===== src/clws_pkg.sv =====
// Types and constants shared by the command-line word splitter.
package clws_pkg;

    localparam logic [7:0] CH_SQ = 8'h27;
    localparam logic [7:0] CH_DQ = 8'h22;
    localparam logic [7:0] CH_BS = 8'h5C;

    localparam logic [1:0] ERR_NONE   = 2'd0;
    localparam logic [1:0] ERR_QUOTE  = 2'd1;
    localparam logic [1:0] ERR_BSLASH = 2'd2;

    localparam logic [15:0] CNT_MAX = 16'hFFFF;

    localparam int OUT_DATA_W = 64;

    typedef enum logic [4:0] {
        MODE_NORMAL = 5'b00001,
        MODE_SQUOTE = 5'b00010,
        MODE_DQUOTE = 5'b00100,
        MODE_DQ_ESC = 5'b01000,
        MODE_BSLASH = 5'b10000
    } t_mode;

    typedef enum logic [1:0] {
        KIND_BYTE    = 2'd0,
        KIND_ARG_END = 2'd1,
        KIND_DONE    = 2'd2,
        KIND_ERROR   = 2'd3
    } t_kind;

    typedef struct packed {
        t_kind       kind;
        logic [7:0]  arg_byte;
        logic [1:0]  error_code;
        logic [15:0] error_pos;
        logic [15:0] arg_count;
        logic [15:0] total_bytes;
        logic        last;
    } t_result;

endpackage


===== src/command_line_word_splitter.sv =====
// Top level of the command-line word splitter: lexer state and two-entry result buffer.
//
//  Channel   Dir  tdata (low bit up)                                        tuser  tlast
//  s_axis    in   byte_in[7:0]                                              -      end_of_line
//  m_axis    out  arg_byte, error_code, error_pos, arg_count, total_bytes   kind   last
//
//  One request is taken per cycle while the result buffer is empty or draining; its results
//  are registered and appear in the next cycle. A request giving two results (argument end
//  before done, or an escaped byte with its backslash) holds the input while both results wait.
//  An output stall holds the input as soon as a result is waiting in the buffer.
//  Reset is synchronous and active low; it clears lexer state and the buffer.
module command_line_word_splitter #(
    parameter int POS_BITS = 16
) (
    input  logic                              i_clk,
    input  logic                              i_rst_n,
    input  logic                              s_axis_tvalid,
    output logic                              s_axis_tready,
    input  logic [7:0]                        s_axis_tdata,   // byte_in[7:0]
    input  logic                              s_axis_tlast,
    output logic                              m_axis_tvalid,
    input  logic                              m_axis_tready,
    // arg_byte[7:0], error_code[9:8], error_pos[25:10], arg_count[41:26],
    // total_bytes[57:42], zero fill[63:58]
    output logic [clws_pkg::OUT_DATA_W-1:0]   m_axis_tdata,
    output logic [1:0]                        m_axis_tuser,   // kind[1:0]
    output logic                              m_axis_tlast
);
    import clws_pkg::*;

    t_mode               r_mode, n_mode;
    logic                r_arg_open, n_arg_open;
    logic [POS_BITS-1:0] r_byte_pos, n_byte_pos;
    logic [POS_BITS-1:0] r_quote_start, n_quote_start;
    logic [15:0]         r_arg_total, n_arg_total;
    logic [15:0]         r_byte_total, n_byte_total;
    logic [15:0]         r_cur_len, n_cur_len;

    t_result             r_out0, n_out0, r_out1, n_out1;
    logic [1:0]          r_cnt, n_cnt;

    t_result             w_res0, w_res1;
    logic [1:0]          w_k;
    logic                w_accept, w_pop;
    logic [15:0]         w_arg_total_inc, w_byte_total_close;
    logic [15:0]         w_len_p1, w_len_p2;
    logic [17:0]         w_sum_close;
    logic [16:0]         w_sum_p1, w_sum_p2;
    logic [31:0]         w_qs_ext;
    logic [7:0]          w_b;
    logic                w_space;

    assign w_pop    = m_axis_tvalid && m_axis_tready;
    assign s_axis_tready = (r_cnt == 2'd0) || ((r_cnt == 2'd1) && m_axis_tready);
    assign w_accept = s_axis_tvalid && s_axis_tready;

    assign w_b     = s_axis_tdata;
    assign w_space = (w_b == 8'd32) || ((w_b >= 8'd9) && (w_b <= 8'd13));

    assign w_arg_total_inc = (r_arg_total == CNT_MAX) ? r_arg_total : r_arg_total + 16'd1;
    assign w_sum_close = 18'(r_byte_total) + 18'(r_cur_len) + 18'd1;
    assign w_byte_total_close = (w_sum_close > 18'(CNT_MAX)) ? CNT_MAX : w_sum_close[15:0];
    assign w_sum_p1 = 17'(r_cur_len) + 17'd1;
    assign w_sum_p2 = 17'(r_cur_len) + 17'd2;
    assign w_len_p1 = w_sum_p1[16] ? CNT_MAX : w_sum_p1[15:0];
    assign w_len_p2 = w_sum_p2[16] ? CNT_MAX : w_sum_p2[15:0];
    assign w_qs_ext = 32'(r_quote_start);

    always_comb begin
        n_mode        = r_mode;
        n_arg_open    = r_arg_open;
        n_byte_pos    = r_byte_pos;
        n_quote_start = r_quote_start;
        n_arg_total   = r_arg_total;
        n_byte_total  = r_byte_total;
        n_cur_len     = r_cur_len;
        w_res0        = '0;
        w_res1        = '0;
        w_k           = 2'd0;

        if (s_axis_tlast) begin
            if (r_mode == MODE_NORMAL) begin
                if (r_arg_open) begin
                    w_res0.kind        = KIND_ARG_END;
                    w_res1.kind        = KIND_DONE;
                    w_res1.arg_count   = w_arg_total_inc;
                    w_res1.total_bytes = w_byte_total_close;
                    w_k                = 2'd2;
                end else begin
                    w_res0.kind        = KIND_DONE;
                    w_res0.arg_count   = r_arg_total;
                    w_res0.total_bytes = r_byte_total;
                    w_k                = 2'd1;
                end
            end else begin
                w_res0.kind       = KIND_ERROR;
                w_res0.error_code = (r_mode == MODE_BSLASH) ? ERR_BSLASH : ERR_QUOTE;
                w_res0.error_pos  = w_qs_ext[15:0];
                w_k               = 2'd1;
            end
            n_mode        = MODE_NORMAL;
            n_arg_open    = 1'b0;
            n_byte_pos    = '0;
            n_quote_start = '0;
            n_arg_total   = '0;
            n_byte_total  = '0;
            n_cur_len     = '0;
        end else begin
            case (r_mode)
                MODE_SQUOTE: begin
                    if (w_b == CH_SQ) begin
                        n_mode = MODE_NORMAL;
                    end else begin
                        w_res0.arg_byte = w_b;
                        w_k             = 2'd1;
                    end
                end
                MODE_DQUOTE: begin
                    if (w_b == CH_DQ) begin
                        n_mode = MODE_NORMAL;
                    end else if (w_b == CH_BS) begin
                        n_mode = MODE_DQ_ESC;
                    end else begin
                        w_res0.arg_byte = w_b;
                        w_k             = 2'd1;
                    end
                end
                MODE_DQ_ESC: begin
                    n_mode = MODE_DQUOTE;
                    if ((w_b != CH_BS) && (w_b != CH_DQ)) begin
                        w_res0.arg_byte = CH_BS;
                        w_res1.arg_byte = w_b;
                        w_k             = 2'd2;
                    end else begin
                        w_res0.arg_byte = w_b;
                        w_k             = 2'd1;
                    end
                end
                MODE_BSLASH: begin
                    n_mode          = MODE_NORMAL;
                    w_res0.arg_byte = w_b;
                    w_k             = 2'd1;
                end
                default: begin
                    n_mode = MODE_NORMAL;
                    if (w_space) begin
                        if (r_arg_open) begin
                            w_res0.kind  = KIND_ARG_END;
                            w_k          = 2'd1;
                            n_arg_total  = w_arg_total_inc;
                            n_byte_total = w_byte_total_close;
                            n_cur_len    = '0;
                            n_arg_open   = 1'b0;
                        end
                    end else if (w_b == CH_SQ) begin
                        n_quote_start = r_byte_pos;
                        n_mode        = MODE_SQUOTE;
                    end else if (w_b == CH_DQ) begin
                        n_quote_start = r_byte_pos;
                        n_mode        = MODE_DQUOTE;
                    end else if (w_b == CH_BS) begin
                        n_quote_start = r_byte_pos;
                        n_mode        = MODE_BSLASH;
                    end else begin
                        w_res0.arg_byte = w_b;
                        w_k             = 2'd1;
                    end
                end
            endcase
            // advance the open argument for emitted bytes
            if ((w_k != 2'd0) && (w_res0.kind == KIND_BYTE)) begin
                n_arg_open = 1'b1;
                n_cur_len  = (w_k == 2'd2) ? w_len_p2 : w_len_p1;
            end
            if (!(&r_byte_pos)) begin
                n_byte_pos = r_byte_pos + 1'b1;
            end
        end
        w_res0.last = (w_k == 2'd1);
        w_res1.last = 1'b1;
    end

    always_comb begin
        n_cnt  = r_cnt;
        n_out0 = r_out0;
        n_out1 = r_out1;
        if (w_accept && (w_k != 2'd0)) begin
            n_cnt  = w_k;
            n_out0 = w_res0;
            n_out1 = w_res1;
        end else if (w_pop) begin
            n_cnt  = r_cnt - 2'd1;
            n_out0 = r_out1;
        end
    end

    always_ff @(posedge i_clk) begin
        if (!i_rst_n) begin
            r_mode        <= MODE_NORMAL;
            r_arg_open    <= 1'b0;
            r_byte_pos    <= '0;
            r_quote_start <= '0;
            r_arg_total   <= '0;
            r_byte_total  <= '0;
            r_cur_len     <= '0;
            r_cnt         <= 2'd0;
        end else begin
            if (w_accept) begin
                r_mode        <= n_mode;
                r_arg_open    <= n_arg_open;
                r_byte_pos    <= n_byte_pos;
                r_quote_start <= n_quote_start;
                r_arg_total   <= n_arg_total;
                r_byte_total  <= n_byte_total;
                r_cur_len     <= n_cur_len;
            end
            r_cnt <= n_cnt;
        end
    end

    always_ff @(posedge i_clk) begin
        r_out0 <= n_out0;
        r_out1 <= n_out1;
    end

    assign m_axis_tvalid = (r_cnt != 2'd0);
    assign m_axis_tuser  = r_out0.kind;
    assign m_axis_tlast  = r_out0.last;
    assign m_axis_tdata  = {6'd0, r_out0.total_bytes, r_out0.arg_count, r_out0.error_pos,
                            r_out0.error_code, r_out0.arg_byte};

    a_no_accept_when_full: assert property (@(posedge i_clk) disable iff (!i_rst_n)
        (r_cnt == 2'd2) |-> !s_axis_tready)
        else $error("request accepted with a full result buffer");

    a_pair_head_not_last: assert property (@(posedge i_clk) disable iff (!i_rst_n)
        (r_cnt == 2'd2) |-> !r_out0.last)
        else $error("first result of a pair marked last");

    a_line_end_results_last: assert property (@(posedge i_clk) disable iff (!i_rst_n)
        (m_axis_tvalid && ((m_axis_tuser == KIND_DONE) || (m_axis_tuser == KIND_ERROR)))
        |-> m_axis_tlast)
        else $error("done or error result not marked last");

    a_line_end_clears: assert property (@(posedge i_clk) disable iff (!i_rst_n)
        (w_accept && s_axis_tlast) |=> ((r_byte_pos == '0) && !r_arg_open
                                        && (r_mode == MODE_NORMAL)))
        else $error("lexer state not cleared after line end");

endmodule


===== config.mk =====
export PLATFORM = sky130hd
export DESIGN_NAME = command_line_word_splitter
export DESIGN_NICKNAME = d
export VERILOG_FILES = /design/src/clws_pkg.sv /design/src/command_line_word_splitter.sv
export SDC_FILE = /design/constraint.sdc
export NUM_CORES = 1
export LEC_CHECK = 0
export BUFFER_PORTS_ARGS = -buffer_cell sky130_fd_sc_hd__buf_2
export CORE_ASPECT_RATIO = 0.7
export CORE_MARGIN = 5
export CORE_UTILIZATION = 55
export CTS_CLUSTER_DIAMETER = 100
export CTS_CLUSTER_SIZE = 8
export DETAILED_ROUTE_END_ITERATION = 6
export MAX_ROUTING_LAYER = met4
export PLACE_DENSITY = 0.73
export SLEW_MARGIN = 20
export SYNTH_ARGS = -nofsm -noshare
export SYNTH_HDL_FRONTEND = slang
export SYNTH_SLANG_ARGS = --single-unit
export TNS_END_PERCENT = 100

===== constraint.sdc =====
create_clock -name i_clk -period 6 [get_ports i_clk]
set_clock_uncertainty 0.05 [all_clocks]
set_input_delay 0.9 -clock i_clk [delete_from_list [all_inputs] [get_ports i_clk]]
set_output_delay 0.9 -clock i_clk [all_outputs]
set_load 0.02 [all_outputs]

==> results.json, run 1 <==
{
  "crit_buf_inv": 2,
  "die_w_microns": 165,
  "met1_usage_pct": 33.6,
  "overflow": 0,
  "hold_violations": 0,
  "critPathMaxFanout": 15,
  "gp_congestion": 0.954,
  "path_delay_family": "compound AO/OA/AOI/OAI gates",
  "outcome": "finished, final reports clean",
  "path_cells": "inv_1, ha_1, inv_1, fa_1, a211oi_1, nor4b_1, nor4b_1, a211oi_1, o22a_1, a211o_1, and2_1",
  "routedWlPerCell_microns": 17.0,
  "synth_top_area_share_pct": 33.0,
  "fin_crit_sh_pct": 60.6,
  "p_per_area_nw_per_um2": 301,
  "synth_edf_count": 102,
  "std_cell_rows": 39,
  "critical_path_class": "flop to flop",
  "worst_pin_slew_ps": 1070,
  "dr.pass1.iters": 5,
  "ys_top_cells_by_area": "edfxtp_1 33%, dfxtp_1 19%, nor2_1 4.7%",
  "hpwl_mm": 13.7,
  "cts_root_buf": "clkbuf_16",
  "start_kind": "flop",
  "grtUsageMet2_pct": 29.7,
  "avgSynthCellArea_sq_um": 10.0,
  "numClockSinks": 190,
  "port_buffers": 75,
  "antenna_found_initial": 0,
  "track_usage_pct": 22.0,
  "fin_crit_ps": 3640,
  "cts_resized": 0,
  "clk_latency_ps": 430,
  "clockBufferDepth": 2,
  "rsz0062_at_grt": "no",
  "cts_tree": "built",
  "drive_gt1_share_pct": 13.7,
  "hold_path.class": "flop to flop",
  "setup_viol": 0,
  "grt_pass1_wl_mm": 34.1,
  "start_util_pct": 56.5,
  "yosysSeqAreaShare_pct": 51.9,
  "yosysWarningCount": 0,
  "drt_iter0_markers": 664,
  "grt_pass1_vias": 6477,
  "fmax_mhz": 275,
  "drv_slew": 0,
  "final.setup.tns_ps": 0,
  "worst_setup_path_end_kind": "flop",
  "cts_setup_buffers": 0,
  "syn-cell-area_sq_um": 9290,
  "dieHeight_microns": 119,
  "core-area_sq_um": 16400,
  "postLayoutCellArea_sq_um": 10400,
  "dr_total_vias": 7190,
  "clk_pin_slew_ps": 70,
  "yosysTopAreaCell": "edfxtp_1",
  "cts_inserted_buffers": 17,
  "grt_max_degree": 62,
  "arrival_ps": 3770,
  "maxCapViolations": 0,
  "use_met3_pct": 4.56,
  "final_cells": 1222,
  "cpPeakStageDelay_ps": 530,
  "placedCellCount": 1190,
  "drc": 0,
  "final_nets": 1021,
  "hold_buffers": 0,
  "ys_types": 76,
  "maxSlewHeadroom_pct": 28.4,
  "avgViaCountPerCell": 5.88,
  "regToRegSetupSlack_ps": 2360,
  "synth_seq_cells": 190,
  "synth_ff_type": "edfxtp_1",
  "dieArea_sq_um": 19600,
  "ir_worst_vdd_mv": 0.176,
  "ys_async_sr_fraction_pct": 0,
  "crit_required_ps": 6130,
  "finalWirelength_mm": 20.7,
  "netlist_instances": 928,
  "ant_nets": 0,
  "top_usage_layer": "met1",
  "final_common_cell": "nor2_1",
  "num_antenna_cells": 0,
  "critPathSlowestCell": "nor4b_1",
  "place_area_sq_um": 9770,
  "boundaryPins": 82,
  "leakage_uw": 0.00377,
  "utilization_pct": 63.0,
  "area_growth_syn_to_layout_pct": 11.4,
  "final_cell_mix": "114 x nor2_1, 102 x edfxtp_1, 88 x dfxtp_1",
  "htreeDepth": 4,
  "n_fill_cell": 1340,
  "holdWs_ps": 442
}
## kinds of logic after synthesis
logic type / count (synthesis) / share of synthesized area, %
and+or+nand+nor: 348 / 18.6
AOI/OAI and AO/OA: 254 / 18.9
DFF: 190 / 51.9
buffers and inverters: 74 / 3.68
xor gates and xnor gates: 32 / 3.02
adders and majority gates: 24 / 3.31
muxes: 5 / 0.552
other: 1 / 0.0404
## metrics by stage
stage	setup slack, ps	total power (uW)
2_1_floorplan	1250	1890
3_3_place_gp	2160	2030
3_5_place_dp	2100	2030
4_1_cts	2390	3130
5_1_grt	2080	3240
6_report	2360	3110
## power by group
part / internal, uW / switching [uW]
Sequential: 1520 / 34.5
Combinational: 124 / 324
Clock: 622 / 489
Total: 2260 / 847
## cells in the mapped netlist (5+ instances only)
cell	instances
buf_2	6
o211ai_1	6
o21a_1	8
ha_1	23
or3_1	12
nor2b_1	5
nand2_1	74
nand3_1	22
and4_1	5
xnor2_1	20
dfxtp_1	88
and2_1	34
nor3_1	22
o31ai_1	10
a31oi_1	11
a21o_1	9
xor2_1	12
inv_1	25
a211oi_1	8
edfxtp_1	102
a22oi_1	16
nand4_1	11
a21oi_1	46
nor4_1	6
a22o_1	38
nor2_1	116
buf_4	8
o21ai_0	57
clkbuf_1	30
and3_1	8
o22ai_1	6
## final timing paths
| kind | endpoint | from | depth (start not counted) |
|---|---|---|---|
| min reg2reg | r_byte_total[0]$_SDFFE_PN0P_ | r_byte_total[0]$_SDFFE_PN0P_ | 2 |
| max reg2reg | r_out1[15]$_SDFFCE_PN0N_ | r_cur_len[0]$_SDFFE_PN0P_ | 11 |
| max | r_out1[15]$_SDFFCE_PN0N_ | r_cur_len[0]$_SDFFE_PN0P_ | 11 |
| min | r_byte_total[0]$_SDFFE_PN0P_ | r_byte_total[0]$_SDFFE_PN0P_ | 2 |
## per-layer routing
layer  wire length [microns]  vias to the layer above
met2                    8570                      247
met4                     289                        0
li1                        -                     3544
met1                   10400                     3366
met3                    1440                       33
met5                       0                        -
## worst reg2reg max path: cells and delay by family, from the launching register on
| family | cells | cell delay, ps |
|---|---|---|
| AOI/OAI and AO/OA | 4 | 1360 |
| adders and majority gates | 2 | 610 |
| buffers and inverters | 2 | 230 |
| DFF | 1 | 340 |
| and+or+nand+nor | 3 | 810 |
## final cells by class
type | count | area, sq um | area share (%)
flip-flops and latches | 190 | 4820 | 46.6
multi-input cells | 669 | 4150 | 40.1
clock buffers | 21 | 482 | 4.65
repair buffers | 80 | 413 | 3.99
well taps | 225 | 282 | 2.72
clock inverters | 11 | 101 | 0.979
inverters | 26 | 97.6 | 0.943
## registers in the layout, indices dropped and copies added, names as in the netlist, 5 cells and up
signal,flops
m_axis_tdata,58
r_out1,41
r_arg_total,16
r_byte_pos,16
r_byte_total,16
r_cur_len,16
r_quote_start,16
r_mode,5
Power figures use the tool's default switching activity.
==> run 2, diff against run 1 <==
==> constraint.sdc (replaced) <==
create_clock -name i_clk -period 3.7 [get_ports i_clk]
set_clock_uncertainty 0.05 [all_clocks]
set_input_delay 0.555 -clock i_clk [delete_from_list [all_inputs] [get_ports i_clk]]
set_output_delay 0.555 -clock i_clk [all_outputs]
set_load 0.02 [all_outputs]
==> run 2 against run 1 <==
Against the previous run:
- global-route usage grew 0.59 points
- sequential cell count is the same
- clock-buffer cell count grew 4
- largest cell class unchanged
- design area grew 1.2%
- die area is the same
- maximum frequency grew 6.2%
==> results.json, run 2 (synthesis results as in run 1) <==
{
  "die_w_microns": 165,
  "setup_viol": 0,
  "dieHeight_microns": 119,
  "finalWirelength_mm": 21.2,
  "numClockSinks": 190,
  "crit_required_ps": 3830,
  "critical_path_class": "flop to flop",
  "fin_crit_ps": 3430,
  "avgViaCountPerCell": 5.93,
  "grt_pass1_vias": 6697,
  "ant_nets": 0,
  "boundaryPins": 82,
  "hold_path.class": "input port to flop",
  "leakage_uw": 0.00384,
  "std_cell_rows": 39,
  "worstHoldStart": "s_axis_tdata[4]",
  "worst_setup_path_end_kind": "flop",
  "final_cell_mix": "115 x nor2_1, 102 x edfxtp_1, 88 x dfxtp_1",
  "dr_total_vias": 7306,
  "grt_max_degree": 62,
  "area_growth_syn_to_layout_pct": 12.8,
  "p_per_area_nw_per_um2": 487,
  "cts_inserted_buffers": 17,
  "final_nets": 1032,
  "drive_gt1_share_pct": 14.5,
  "crit_path_start": "r_cur_len[0]$_SDFFE_PN0P_",
  "ir_worst_vdd_mv": 0.396,
  "dr.pass1.iters": 7,
  "outcome": "finished, final reports clean",
  "worst_pin_slew_ps": 1020,
  "routedWlPerCell_microns": 17.2,
  "grt_pass1_wl_mm": 34.7,
  "antenna_found_initial": 0,
  "htreeDepth": 4,
  "drc": 0,
  "dieArea_sq_um": 19600,
  "utilization_pct": 63.7,
  "drv_slew": 0,
  "gp_congestion": 0.951,
  "rsz0062_at_grt": "no",
  "totalPowerFinal_uw": 5100,
  "cts_resized": 0,
  "drt_iter0_markers": 551,
  "cts_setup_buffers": 0,
  "largest_reg_flops": 58,
  "fmax_mhz": 292,
  "n_fill_cell": 1358,
  "hpwl_mm": 14.4,
  "port_buffers": 75,
  "start_util_pct": 56.5,
  "cts_tree": "built",
  "holdWs_ps": 398,
  "critPathMaxFanout": 4,
  "hold_buffers": 0,
  "num_antenna_cells": 0,
  "fin_crit_sh_pct": 92.6,
  "maxSlewHeadroom_pct": 31.7,
  "hold_violations": 0,
  "start_kind": "flop",
  "reg2reg_from": "r_cur_len[0]$_SDFFE_PN0P_",
  "overflow": 0,
  "clk_latency_ps": 440,
  "clockBufferDepth": 2,
  "final_common_cell": "nor2_1",
  "cts_root_buf": "clkbuf_16",
  "clk_pin_slew_ps": 70,
  "maxCapViolations": 0,
  "arrival_ps": 3560,
  "track_usage_pct": 22.6,
  "core-area_sq_um": 16400
}
[run 2: changes by cell type in the layout (fill, tap and decap cells not counted), sizes merged]
cell	before	now
clkinvlp	2	1
clkbuf	21	25
inv	30	29
clkinv	4	2
buf	80	91
[run 2: worst paths after layout]
check / endpoint / slack, ps / depth (start not counted)
worst max-delay path: r_out1[16]$_SDFFCE_PN0N_ / 270 / 12
worst min-delay path: r_out1[55]$_SDFFCE_PP0N_ / 400 / 2
worst max register to register: r_out1[16]$_SDFFCE_PN0N_ / 270 / 12
worst min register to register: r_byte_total[0]$_SDFFE_PN0P_ / 430 / 2
[run 2: through the flow]
stage | cells | area [sq um] | setup TNS, ps | setup WS, ps
finish | 1233 | 10500 | 0 | 273
global placement | 1201 | 9880 | 0 | 185
detailed placement | 1201 | 9880 | 0 | 106
floorplan | 933 | 9330 | -1640 | -27.0
CTS | 1233 | 10500 | 0 | 304
global route | 1233 | 10500 | 0 | 102
[run 2: critical path: stages, from the launching register on]
cell	delay [ps]
dfxtp_1	340
inv_1	160
ha_1	170
inv_1	50
fa_1	420
a211oi_1	320
nor4b_1	110
nor4b_1	350
buf_4	190
a21oi_1	110
or4b_2	680
a21oi_1	200
nor2_1	50
[run 2: final cells by class]
class | instances | area, sq um | share of cell area [%]
sequential | 190 | 4820 | 46.0
multi-input combinational | 669 | 4170 | 39.8
clock buffer | 25 | 519 | 4.96
timing repair buffer | 91 | 508 | 4.85
tap | 225 | 282 | 2.69
inverter | 26 | 101 | 0.967
clock inverter | 7 | 73.8 | 0.705
[run 2: report_power, final]
group / internal (uW) / total (uW) / switching (uW)
Combinational: 210 / 745 / 536
Clock: 1050 / 1840 / 783
Sequential: 2460 / 2520 / 57.6
[run 2: per-layer routing]
layer	vias to the layer above	part of all wire (%)	track usage, %
met2	250	42	31.7
met3	19	7.4	4.59
met1	3471	49	33.5
met4	0	1.0	5.87
li1	3566	-	-
met5	-	0	-
==> run 3, diff against run 2 <==
--- a/config.mk
+++ b/config.mk
@@ -5,7 +5,7 @@
 export SDC_FILE = /design/constraint.sdc
 export NUM_CORES = 1
 export LEC_CHECK = 0
-export BUFFER_PORTS_ARGS = -buffer_cell sky130_fd_sc_hd__buf_2
+export BUFFER_PORTS_ARGS = -buffer_cell sky130_fd_sc_hd__clkbuf_2
 export CORE_ASPECT_RATIO = 0.7
 export CORE_MARGIN = 5
 export CORE_UTILIZATION = 55
==> run 3 against run 2 <==
Against the previous run:
- maximum frequency is 1.1% higher
- clock-buffer cell count is 5 lower
- combinational power is 0.7% lower
- design area down 0.41%
- via count shrank 1.3%
==> results.json, run 3 (synthesis results as in run 1) <==
{
  "finalWirelength_mm": 21.1,
  "boundaryPins": 82,
  "track_usage_pct": 22.4,
  "largest_reg_flops": 58,
  "grt_pass1_wl_mm": 34.7,
  "place_area_sq_um": 9860,
  "critPathMaxFanout": 4,
  "die_w_microns": 165,
  "core-area_sq_um": 16400,
  "p_per_area_nw_per_um2": 484,
  "final.setup.tns_ps": 0,
  "cts_resized": 0,
  "cts_setup_buffers": 0,
  "cts_tree": "built",
  "register_area_sq_um": 4820,
  "numClockSinks": 190,
  "hold_path.class": "input port to flop",
  "power_frac_clock_pct": 35.3,
  "area_growth_syn_to_layout_pct": 12.3,
  "dr.pass1.iters": 5,
  "p_sw_uw": 1420,
  "postLayoutCellArea_sq_um": 10400,
  "critical_path_class": "flop to flop",
  "intPower_uw": 3630,
  "antenna_found_initial": 0,
  "leakage_uw": 0.00382,
  "overflow": 0,
  "hold_violations": 0,
  "worstHoldStart": "s_axis_tdata[6]",
  "preCtsSetupSlack_ps": 103,
  "holdWs_ps": 400,
  "num_antenna_cells": 0,
  "multi_input_area_sq_um": 4170,
  "grt_pass1_vias": 6701,
  "start_kind": "flop",
  "hold_end": "r_out1[57]$_SDFFCE_PP0N_",
  "setup_viol": 0,
  "switching_share_pct": 28.2,
  "fin_crit_ps": 3390,
  "dr_total_vias": 7208,
  "std_cell_rows": 39,
  "p_comb_share_pct": 14.7,
  "clk_latency_ps": 440,
  "drive_gt1_share_pct": 14.4,
  "cts_root_buf": "clkbuf_16",
  "utilization_pct": 63.5,
  "power.share.sequential_pct": 50.0,
  "final_cell_mix": "115 x nor2_1, 102 x edfxtp_1, 88 x dfxtp_1",
  "r2r_end": "r_out1[16]$_SDFFCE_PN0N_",
  "routedWlPerCell_microns": 17.1,
  "reg2regPathDepth": 12,
  "regToRegSetupSlack_ps": 310,
  "cts_inserted_buffers": 17,
  "maxSlewHeadroom_pct": 34.6,
  "start_util_pct": 56.5,
  "htreeDepth": 4,
  "gp_congestion": 0.972,
  "final_nets": 1029,
  "clockBufferDepth": 2,
  "worst_setup_path_end_kind": "flop",
  "fin_ws_ps": 311,
  "crit_required_ps": 3840,
  "maxCapViolations": 0,
  "ant_nets": 0,
  "final_common_cell": "nor2_1",
  "ir_worst_vdd_mv": 0.284,
  "grt_max_degree": 62,
  "dieHeight_microns": 119,
  "outcome": "finished, final reports clean",
  "worst_pin_slew_ps": 980,
  "drv_slew": 0,
  "dieArea_sq_um": 19600,
  "arrival_ps": 3530,
  "rsz0062_at_grt": "no",
  "hpwl_mm": 14.3,
  "hold_buffers": 0,
  "fmax_mhz": 295,
  "drt_iter0_markers": 605,
  "fin_crit_sh_pct": 91.6,
  "reg2reg_from": "r_cur_len[0]$_SDFFE_PN0P_",
  "port_buffers": 75,
  "n_fill_cell": 1321,
  "drc": 0,
  "avgViaCountPerCell": 5.86,
  "hold_depth": 2,
  "clk_pin_slew_ps": 70
}
==> run 3: metal layers <==
layer  share of wire (%)  track usage, %  vias up
met5                   0               -        -
met4                0.95            5.51        0
met3                 6.8            5.39       20
met2                  41            30.9      232
met1                  51            33.3     3404
li1                    -               -     3552
==> run 3: worst max path at each step <==
stage | from | endpoint | slack (ps) | cells past startpoint
after floorplan | s_axis_tdata[7] | m_axis_tdata[0]$_DFFE_PP_ | -30 | 8
after global placement | s_axis_tdata[7] | m_axis_tdata[47]$_DFFE_PP_ | 180 | 9
after detailed placement | s_axis_tdata[7] | m_axis_tdata[15]$_SDFFCE_PP0P_ | 100 | 9
after CTS | r_cur_len[0]$_SDFFE_PN0P_ | r_out1[16]$_SDFFCE_PN0N_ | 330 | 12
after global routing | r_cur_len[0]$_SDFFE_PN0P_ | r_out1[16]$_SDFFCE_PN0N_ | 90 | 12
final | r_cur_len[0]$_SDFFE_PN0P_ | r_out1[16]$_SDFFCE_PN0N_ | 310 | 12
==> run 3: critical path, stage by stage (launching register included) <==
cell,delay (ps)
dfxtp_1,340
inv_1,150
ha_1,170
inv_1,50
fa_1,410
a211oi_1,330
nor4b_1,100
nor4b_1,340
buf_4,180
a21oi_1,100
or4b_2,680
a21oi_1,190
nor2_1,60
==> run 3: area by class of cell <==
class                           count  area share, %
Clock buffer                       20           4.59
Inverter                           26          0.971
Timing Repair Buffer               88           4.65
Sequential cell                   190           46.2
Tap cell                          225           2.70
Multi-Input combinational cell    669           40.0
Clock inverter                     12          0.899
==> run 3: stage by stage <==
stage | std cells | power, uW
2_1_floorplan | 933 | 3070
3_3_place_gp | 1198 | 3300
3_5_place_dp | 1198 | 3310
4_1_cts | 1230 | 5080
5_1_grt | 1230 | 5250
6_report | 1230 | 5050
==> run 3: power groups by stage <==
stage | logic (uW) | clock network, uW | registers [uW]
after detailed placement | 744 | 0 | 2570
after floorplan | 342 | 0 | 2730
after CTS | 748 | 1810 | 2520
after global placement | 738 | 0 | 2570
after global routing | 801 | 1910 | 2540
final | 740 | 1780 | 2520
